**src/hw/rtl/mmh_pkg.sv**
```systemverilog
`timescale 1ns / 1ps

package mmh_pkg;

  // Hash constants
  localparam logic [31:0] C1      = 32'hcc9e2d51;
  localparam logic [31:0] C2      = 32'h1b873593;
  localparam logic [31:0] SEED    = 32'd42;
  localparam logic [31:0] H_ADD   = 32'he6546b64;
  localparam logic [31:0] F1      = 32'h85ebca6b;
  localparam logic [31:0] F2      = 32'hc2b2ae35;

  // Bytes in one full word
  localparam logic [2:0]  FULL_BYTES = 3'd4;

  // One unit of work for the mixing engine
  typedef struct packed {
    logic [31:0] key;     // word or sign-extended tail byte
    logic [2:0]  nbytes;  // bytes this op adds to the length
    logic        mix;     // run k1 and h1 mix on key
    logic        fin;     // finish the message after this op
  } mmh_op_t;

  // Rotate left by a fixed amount
  function automatic logic [31:0] rotl(input logic [31:0] v, input int unsigned r);
    rotl = (v << r) | (v >> (32 - r));
  endfunction

endpackage

```
**src/hw/rtl/murmur3_row_hash_stream.sv**
```systemverilog
`timescale 1ns / 1ps

// Streaming 32-bit Murmur3 hash (seed 42) of a byte message sent as
// little-endian 32-bit words; in_last marks the final word, whose
// in_valid_bytes (0 to 4, larger values count as 4) gives the bytes used.
// Tail bytes are sign-extended and mixed one at a time. A front end
// splits each request into mix ops and feeds a small queue; a single
// mixing engine drains it one op at a time (key mix, hash fold, and a
// finish at message end). New requests are taken while earlier ones are
// still mixed, except while the queue is full or a tail is being split.
// Results leave through a registered valid/ready port; the engine keeps
// working while a result waits, but a finish waits until the held result is taken.
module murmur3_row_hash_stream #(
  parameter int QUEUE_DEPTH = 4
) (
  input  logic               clk,
  input  logic               rst_n,
  input  logic               in_valid,
  output logic               in_ready,
  input  logic [31:0]        in_data_word,
  input  logic [2:0]         in_valid_bytes,
  input  logic               in_last,
  output logic               out_valid,
  input  logic               out_ready,
  output logic signed [31:0] out_hash_value
);

  logic              push_valid;
  mmh_pkg::mmh_op_t  push_op;
  mmh_pkg::mmh_op_t  head_op;
  logic              q_full;
  logic              q_empty;
  logic              pop;

  mmh_front u_front (
    .clk            (clk),
    .rst_n          (rst_n),
    .in_valid       (in_valid),
    .in_ready       (in_ready),
    .in_data_word   (in_data_word),
    .in_valid_bytes (in_valid_bytes),
    .in_last        (in_last),
    .push_valid     (push_valid),
    .push_op        (push_op),
    .q_full         (q_full)
  );

  mmh_queue #(
    .DEPTH (QUEUE_DEPTH)
  ) u_queue (
    .clk        (clk),
    .rst_n      (rst_n),
    .push_valid (push_valid),
    .push_op    (push_op),
    .pop        (pop),
    .head_op    (head_op),
    .q_full     (q_full),
    .q_empty    (q_empty)
  );

  mmh_back u_back (
    .clk            (clk),
    .rst_n          (rst_n),
    .head_op        (head_op),
    .q_empty        (q_empty),
    .pop            (pop),
    .out_valid      (out_valid),
    .out_ready      (out_ready),
    .out_hash_value (out_hash_value)
  );

  // The front end never pushes into a full queue
  assert property (@(posedge clk) disable iff (!rst_n) !(push_valid && q_full))
    else $error("push into full queue");

  // The engine never pops an empty queue
  assert property (@(posedge clk) disable iff (!rst_n) !(pop && q_empty))
    else $error("pop from empty queue");

  // Every accepted request produces an op in the same cycle
  assert property (@(posedge clk) disable iff (!rst_n)
                   (in_valid && in_ready) |-> push_valid)
    else $error("accepted request not queued");

endmodule

```
**src/hw/rtl/mmh_front.sv**
```systemverilog
`timescale 1ns / 1ps

module mmh_front (
  input  logic              clk,
  input  logic              rst_n,
  input  logic              in_valid,
  output logic              in_ready,
  input  logic [31:0]       in_data_word,
  input  logic [2:0]        in_valid_bytes,
  input  logic              in_last,
  output logic              push_valid,
  output mmh_pkg::mmh_op_t  push_op,
  input  logic              q_full
);

  logic        busy_r, busy_nxt;
  logic [31:0] word_r, word_nxt;
  logic [1:0]  idx_r, idx_nxt;
  logic [1:0]  lidx_r, lidx_nxt;
  logic        take;
  logic        full_word;
  logic [7:0]  tail_byte;

  // Accept only when no tail is being split and the queue has room
  assign in_ready  = !busy_r && !q_full;
  assign take      = in_valid && in_ready;
  assign full_word = !in_last || (in_valid_bytes >= mmh_pkg::FULL_BYTES);

  always_comb begin
    busy_nxt   = busy_r;
    word_nxt   = word_r;
    idx_nxt    = idx_r;
    lidx_nxt   = lidx_r;
    push_valid = 1'b0;
    push_op    = '0;
    tail_byte  = word_r[8*idx_r +: 8];
    if (busy_r) begin
      // Emit the remaining tail bytes, one per cycle while the queue has room
      if (!q_full) begin
        push_valid     = 1'b1;
        push_op.key    = {{24{tail_byte[7]}}, tail_byte};
        push_op.nbytes = 3'd1;
        push_op.mix    = 1'b1;
        push_op.fin    = (idx_r == lidx_r);
        if (idx_r == lidx_r) begin
          busy_nxt = 1'b0;
        end else begin
          idx_nxt = idx_r + 2'd1;
        end
      end
    end else if (take) begin
      push_valid = 1'b1;
      if (full_word) begin
        push_op.key    = in_data_word;
        push_op.nbytes = mmh_pkg::FULL_BYTES;
        push_op.mix    = 1'b1;
        push_op.fin    = in_last;
      end else if (in_valid_bytes == 3'd0) begin
        // Empty tail: finish only
        push_op.fin = 1'b1;
      end else begin
        // First tail byte now, the rest later
        push_op.key    = {{24{in_data_word[7]}}, in_data_word[7:0]};
        push_op.nbytes = 3'd1;
        push_op.mix    = 1'b1;
        push_op.fin    = (in_valid_bytes == 3'd1);
        if (in_valid_bytes != 3'd1) begin
          busy_nxt = 1'b1;
          word_nxt = in_data_word;
          idx_nxt  = 2'd1;
          lidx_nxt = in_valid_bytes[1:0] - 2'd1;
        end
      end
    end
  end

  always_ff @(posedge clk) begin
    if (!rst_n) begin
      busy_r <= 1'b0;
    end else begin
      busy_r <= busy_nxt;
    end
    word_r <= word_nxt;
    idx_r  <= idx_nxt;
    lidx_r <= lidx_nxt;
  end

endmodule

```
**src/hw/rtl/mmh_queue.sv**
```systemverilog
`timescale 1ns / 1ps

module mmh_queue #(
  parameter int DEPTH = 4
) (
  input  logic              clk,
  input  logic              rst_n,
  input  logic              push_valid,
  input  mmh_pkg::mmh_op_t  push_op,
  input  logic              pop,
  output mmh_pkg::mmh_op_t  head_op,
  output logic              q_full,
  output logic              q_empty
);

  localparam int PW = (DEPTH > 1) ? $clog2(DEPTH) : 1;
  localparam int CW = $clog2(DEPTH + 1);
  localparam logic [PW-1:0] LAST_PTR = PW'(DEPTH - 1);
  localparam logic [CW-1:0] DEPTH_C  = CW'(DEPTH);

  mmh_pkg::mmh_op_t  mem_r [DEPTH];
  logic [PW-1:0]     wptr_r, wptr_nxt;
  logic [PW-1:0]     rptr_r, rptr_nxt;
  logic [CW-1:0]     cnt_r, cnt_nxt;
  logic              do_push, do_pop;

  assign q_full  = (cnt_r == DEPTH_C);
  assign q_empty = (cnt_r == '0);
  assign head_op = mem_r[rptr_r];
  assign do_push = push_valid && !q_full;
  assign do_pop  = pop && !q_empty;

  // Advance pointers and occupancy
  always_comb begin
    wptr_nxt = wptr_r;
    rptr_nxt = rptr_r;
    cnt_nxt  = cnt_r;
    if (do_push) begin
      wptr_nxt = (wptr_r == LAST_PTR) ? '0 : wptr_r + PW'(1);
    end
    if (do_pop) begin
      rptr_nxt = (rptr_r == LAST_PTR) ? '0 : rptr_r + PW'(1);
    end
    if (do_push && !do_pop) begin
      cnt_nxt = cnt_r + CW'(1);
    end else if (!do_push && do_pop) begin
      cnt_nxt = cnt_r - CW'(1);
    end
  end

  always_ff @(posedge clk) begin
    if (!rst_n) begin
      wptr_r <= '0;
      rptr_r <= '0;
      cnt_r  <= '0;
    end else begin
      wptr_r <= wptr_nxt;
      rptr_r <= rptr_nxt;
      cnt_r  <= cnt_nxt;
    end
    if (do_push) begin
      mem_r[wptr_r] <= push_op;
    end
  end

endmodule

```
**src/hw/rtl/mmh_back.sv**
```systemverilog
`timescale 1ns / 1ps

module mmh_back (
  input  logic               clk,
  input  logic               rst_n,
  input  mmh_pkg::mmh_op_t   head_op,
  input  logic               q_empty,
  output logic               pop,
  output logic               out_valid,
  input  logic               out_ready,
  output logic signed [31:0] out_hash_value
);

  localparam logic [2:0] S_IDLE = 3'd0;
  localparam logic [2:0] S_KA   = 3'd1;
  localparam logic [2:0] S_KB   = 3'd2;
  localparam logic [2:0] S_H    = 3'd3;
  localparam logic [2:0] S_FA   = 3'd4;
  localparam logic [2:0] S_FB   = 3'd5;
  localparam logic [2:0] S_FO   = 3'd6;

  logic [2:0]         state_r, state_nxt;
  mmh_pkg::mmh_op_t   op_r, op_nxt;
  logic [31:0]        prod_r, prod_nxt;
  logic [31:0]        hash_r, hash_nxt;
  logic [31:0]        len_r, len_nxt;
  logic               oval_r, oval_nxt;
  logic signed [31:0] ohash_r, ohash_nxt;
  logic [31:0]        hx;
  logic [31:0]        fx;
  logic [31:0]        gx;
  logic               slot_free;

  assign out_valid      = oval_r;
  assign out_hash_value = ohash_r;
  assign slot_free      = !oval_r || out_ready;

  always_comb begin
    state_nxt = state_r;
    op_nxt    = op_r;
    prod_nxt  = prod_r;
    hash_nxt  = hash_r;
    len_nxt   = len_r;
    oval_nxt  = oval_r && !out_ready;
    ohash_nxt = ohash_r;
    pop       = 1'b0;
    hx        = mmh_pkg::rotl(hash_r ^ prod_r, 13);
    fx        = (hash_r ^ len_r) ^ ((hash_r ^ len_r) >> 16);
    gx        = prod_r ^ (prod_r >> 13);
    case (state_r)
      S_IDLE: begin
        // Take the next op from the queue
        if (!q_empty) begin
          pop       = 1'b1;
          op_nxt    = head_op;
          state_nxt = head_op.mix ? S_KA : S_FA;
        end
      end
      S_KA: begin
        prod_nxt  = op_r.key * mmh_pkg::C1;
        state_nxt = S_KB;
      end
      S_KB: begin
        prod_nxt  = mmh_pkg::rotl(prod_r, 15) * mmh_pkg::C2;
        state_nxt = S_H;
      end
      S_H: begin
        // Fold k1 into the running hash and count the bytes
        hash_nxt  = {hx[29:0], 2'b00} + hx + mmh_pkg::H_ADD;
        len_nxt   = len_r + {29'd0, op_r.nbytes};
        state_nxt = op_r.fin ? S_FA : S_IDLE;
      end
      S_FA: begin
        prod_nxt  = fx * mmh_pkg::F1;
        state_nxt = S_FB;
      end
      S_FB: begin
        prod_nxt  = gx * mmh_pkg::F2;
        state_nxt = S_FO;
      end
      S_FO: begin
        // Load the result register and restart the message
        if (slot_free) begin
          oval_nxt  = 1'b1;
          ohash_nxt = prod_r ^ (prod_r >> 16);
          hash_nxt  = mmh_pkg::SEED;
          len_nxt   = '0;
          state_nxt = S_IDLE;
        end
      end
      default: begin
        state_nxt = S_IDLE;
      end
    endcase
  end

  always_ff @(posedge clk) begin
    if (!rst_n) begin
      state_r <= S_IDLE;
      hash_r  <= mmh_pkg::SEED;
      len_r   <= '0;
      oval_r  <= 1'b0;
    end else begin
      state_r <= state_nxt;
      hash_r  <= hash_nxt;
      len_r   <= len_nxt;
      oval_r  <= oval_nxt;
    end
    op_r    <= op_nxt;
    prod_r  <= prod_nxt;
    ohash_r <= ohash_nxt;
  end

endmodule

```
**config.mk**
```make
export PLATFORM = sky130hd
export DESIGN_NAME = murmur3_row_hash_stream
export DESIGN_NICKNAME = d
export VERILOG_FILES = /design/src/hw/rtl/mmh_pkg.sv /design/src/hw/rtl/murmur3_row_hash_stream.sv /design/src/hw/rtl/mmh_front.sv /design/src/hw/rtl/mmh_queue.sv /design/src/hw/rtl/mmh_back.sv
export SDC_FILE = /design/constraint.sdc
export NUM_CORES = 2
export LEC_CHECK = 0
export BUFFER_PORTS_ARGS = -buffer_cell sky130_fd_sc_hd__buf_2
export CORE_MARGIN = 3
export CORE_UTILIZATION = 40
export DETAILED_ROUTE_END_ITERATION = 10
export GPL_ROUTABILITY_DRIVEN = 0
export PLACE_DENSITY = 0.61
export SLEW_MARGIN = 0
export SYNTH_ARGS = -nofsm -noshare
export SYNTH_HDL_FRONTEND = slang
export SYNTH_SLANG_ARGS = --single-unit
```
**constraint.sdc**
```tcl
create_clock -name clk -period 9.8 [get_ports clk]
set_clock_uncertainty 0.2 [all_clocks]
set_input_delay 1.96 -clock clk [delete_from_list [all_inputs] [get_ports clk]]
set_output_delay 1.96 -clock clk [all_outputs]
set_load 0.02 [all_outputs]
```
==> results.yml <==
status:
  outcome: "complete, no violations"
die:
  design.die.area_um2: 128600
  dieHeight_um: 358.6
  io_pins: 74
  row_count: 128
  die_x_um: 358.6
  coreArea_um2: 122700
  start_util: 0.4055
synthesis:
  synth_area_um2: 49740
  ys_warn_count: 0
  yosysUniqueCellTypes: 77
  synthCells: 4633
  synth_seq_area_share: 0.1998
  synth_seq_cells: 357
  syn-num-nets: 6213
  syn_area_per_cell_um2: 10.74
  synth_edf_count: 279
  synth_top_flop_cell: "edfxtp_1"
  ys_async_sr_fraction: 0
final_layout:
  drive_above_1_share: 0.05720
  final_area_um2: 53750
  final-seq-area_um2: 9941
  multi_input_area_um2: 34940
  final_nets: 6327
  fillers: 11714
  area_growth_pct: 8.059
setup_path:
  worstPathRequired_ns: 10.03
  slowest_stage: "xnor2_1"
  cp.arrival_ns: 8.77
  crit_buf_inv: 6
  path_max_fanout: 12
  endpoint_kind: "flop"
  worst_path_most_repeated_cell: "fa_1"
  crit_path_max_incr_delay_ns: 0.75
  path_class: "flop to flop"
  critical_path.top_delay_family: "adder cells"
  start_kind: "flop"
  r2r_slack_ns: 1.26
cts:
  post_cts_resized: 0
  cts_sinks: 357
  root_buffer: "clkbuf_16"
  cts_tree: "built"
  cts-buffers-inserted: 41
  clk_latency_ns: 0.63
  clockBufferDepth: 3
  cts_hold_buf: 0
  path_clk_slew_ns: 0.06
  cts-htree-levels: 2
  post_cts_buffers: 0
sta:
  drv_slew: 0
  fin_tns_setup_ns: 0
  min_period_over_period: 0.8712
  hold_viol: 0
  fmax_mhz: 117.1
  rsz0062_at_grt: "no"
  slew-limit-headroom: 0.2437
  setup_violations: 0
  worstMarginPinSlew_ns: 1.132
  period_needed_ns: 8.537
detailed_routing:
  vias: 32925
  drtPass1Iterations: 6
  drcViolationCount: 0
  ant_nets: 0
  avgRoutedWirePerCell_um: 21.70
  via_per_inst: 5.145
  drt_iter0_markers: 2563
  drt_wl_total_mm: 138.9
place:
  place_area_um2: 52420
  dp.final_hpwl_mm: 116.7
  portBuffers: 73
worst_hold_path:
  hold_path.class: "flop to flop"
grt:
  grt_start_max_net_pins: 45
  grt_pass1_vias: 35240
  grt.overflow.total: 0
  grt_pass1_wl_mm: 214.9
  grt_use_total: 0.2230
  antenna_found_initial: 4
run:
  maxCapViolCount: 0
-- layout by cell type, fill, tap and decap left out, types with 7 or more instances in the layout --
cell       instances
a211o_1            9
a211oi_1          17
a21boi_0           8
a21o_1            66
a21oi_1          118
a22o_1             7
a22oi_1           29
a31oi_1           15
and2_1            20
and3_1            16
buf_2             73
buf_4             66
clkbuf_16         41
dfxtp_1           77
edfxtp_1         279
fa_1             732
ha_1             808
inv_1           1235
mux2i_1            8
mux4_2            44
nand2_1          117
nand2b_1          16
nand3_1           46
nand4_1           13
nor2_1           157
nor2b_1           37
nor3_1            17
nor3b_1            7
o211ai_1          13
o21a_1            19
o21ai_0           82
o21ai_1           18
o21bai_1          12
o22ai_1           18
or2_2              8
or3_1             14
xnor2_1          246
xor2_1           139
-- synth_stat cells (all sizes together), types with 10 or more instances --
cell | count | area share
xnor2 | 249 | 0.044
nand3 | 46 | 0.0046
nand4 | 13 | 0.0016
inv | 1236 | 0.093
mux4 | 44 | 0.020
clkbuf | 61 | 0.0046
a21boi | 10 | 0.0015
edfxtp | 279 | 0.17
nor2 | 159 | 0.012
a211oi | 17 | 0.0026
nand2b | 16 | 0.0020
o22ai | 18 | 0.0023
o21bai | 12 | 0.0018
fa | 732 | 0.29
ha | 808 | 0.20
a22oi | 29 | 0.0044
o21a | 19 | 0.0029
xor2 | 140 | 0.025
nor2b | 42 | 0.0053
nand2 | 117 | 0.0088
a21oi | 119 | 0.012
and2 | 20 | 0.0025
and3 | 16 | 0.0020
o21ai | 100 | 0.010
or3 | 14 | 0.0018
dfxtp | 78 | 0.031
a21o | 66 | 0.010
nor3 | 17 | 0.0017
a31oi | 15 | 0.0019
o211ai | 14 | 0.0022
-- final cells by class --
| cell class | instances | area share |
|---|---|---|
| flip-flops and latches | 357 | 0.1849 |
| diodes | 1 | 0.00004656 |
| clock inverters | 18 | 0.004190 |
| repair buffers | 139 | 0.01602 |
| inverters | 1237 | 0.08639 |
| well taps | 1625 | 0.03783 |
| multi-input cells | 2971 | 0.6501 |
| clock buffers | 51 | 0.02053 |
-- metrics by stage --
step           worst slack [ns]  hold WS [ns]    util  instances
6_report                  1.263        0.3058  0.4381       6399
5_1_grt                  0.9735        0.3372  0.4381       6398
4_1_cts                   1.381        0.3098  0.4381       6398
3_5_place_dp              1.582        0.2978  0.4273       6329
3_3_place_gp              1.634        0.2837  0.4273       6329
2_1_floorplan             2.399        0.2609       -       4633
-- cell families after synthesis --
| kind of cell | count (synthesis) | share of synthesized area |
|---|---|---|
| mux | 52 | 0.02153 |
| compound gates | 497 | 0.06596 |
| xor+xnor | 389 | 0.06910 |
| simple gates | 493 | 0.04724 |
| flops | 357 | 0.1998 |
| fa+ha+maj | 1540 | 0.4979 |
| buf+inv | 1305 | 0.09848 |
-- worst min-delay path: stages, from the launching register on --
cell	delay, ns
dfxtp_1	0.32
o21ai_0	0.06
a21boi_0	0.07
-- per-layer routing --
layer / GRT usage / vias up / wire length (µm) / part of all wire
li1: - / 15021 / - / -
met1: 0.3122 / 16470 / 61220 / 0.44
met2: 0.3463 / 1167 / 61420 / 0.44
met3: 0.04794 / 263 / 11280 / 0.081
met4: 0.06874 / 4 / 4915 / 0.035
met5: 0 / - / 21 / 0.00015
-- final timing paths --
kind	endpoint	from	depth (start not counted)
worst max register to register	u_back.prod_r[31]$_DFFE_PP_	u_back.prod_r[25]$_DFFE_PP_	25
worst min register to register	u_queue.cnt_r[2]$_SDFFE_PN0P_	u_queue.cnt_r[2]$_SDFFE_PN0P_	2
worst min-delay path	u_queue.cnt_r[2]$_SDFFE_PN0P_	u_queue.cnt_r[2]$_SDFFE_PN0P_	2
worst max-delay path	u_back.prod_r[31]$_DFFE_PP_	u_back.prod_r[25]$_DFFE_PP_	25
-- state kept, by name, summed over array words and instances, names as in the netlist, named ones only --
name,flops
u_front.idx_r,2
u_queue.mem_r,144
u_back.op_r,35
u_back.out_valid,1
u_queue.rptr_r,2
u_front.lidx_r,2
u_back.prod_r,32
u_back.state_r,3
u_front.busy_r,1
u_front.word_r,32
u_back.len_r,32
u_back.hash_r,32
u_queue.wptr_r,2
u_back.out_hash_value,32
u_queue.cnt_r,3
Power is not shown: default switching activity piles up to over one toggle a cycle in this logic, so the estimate is an artifact.
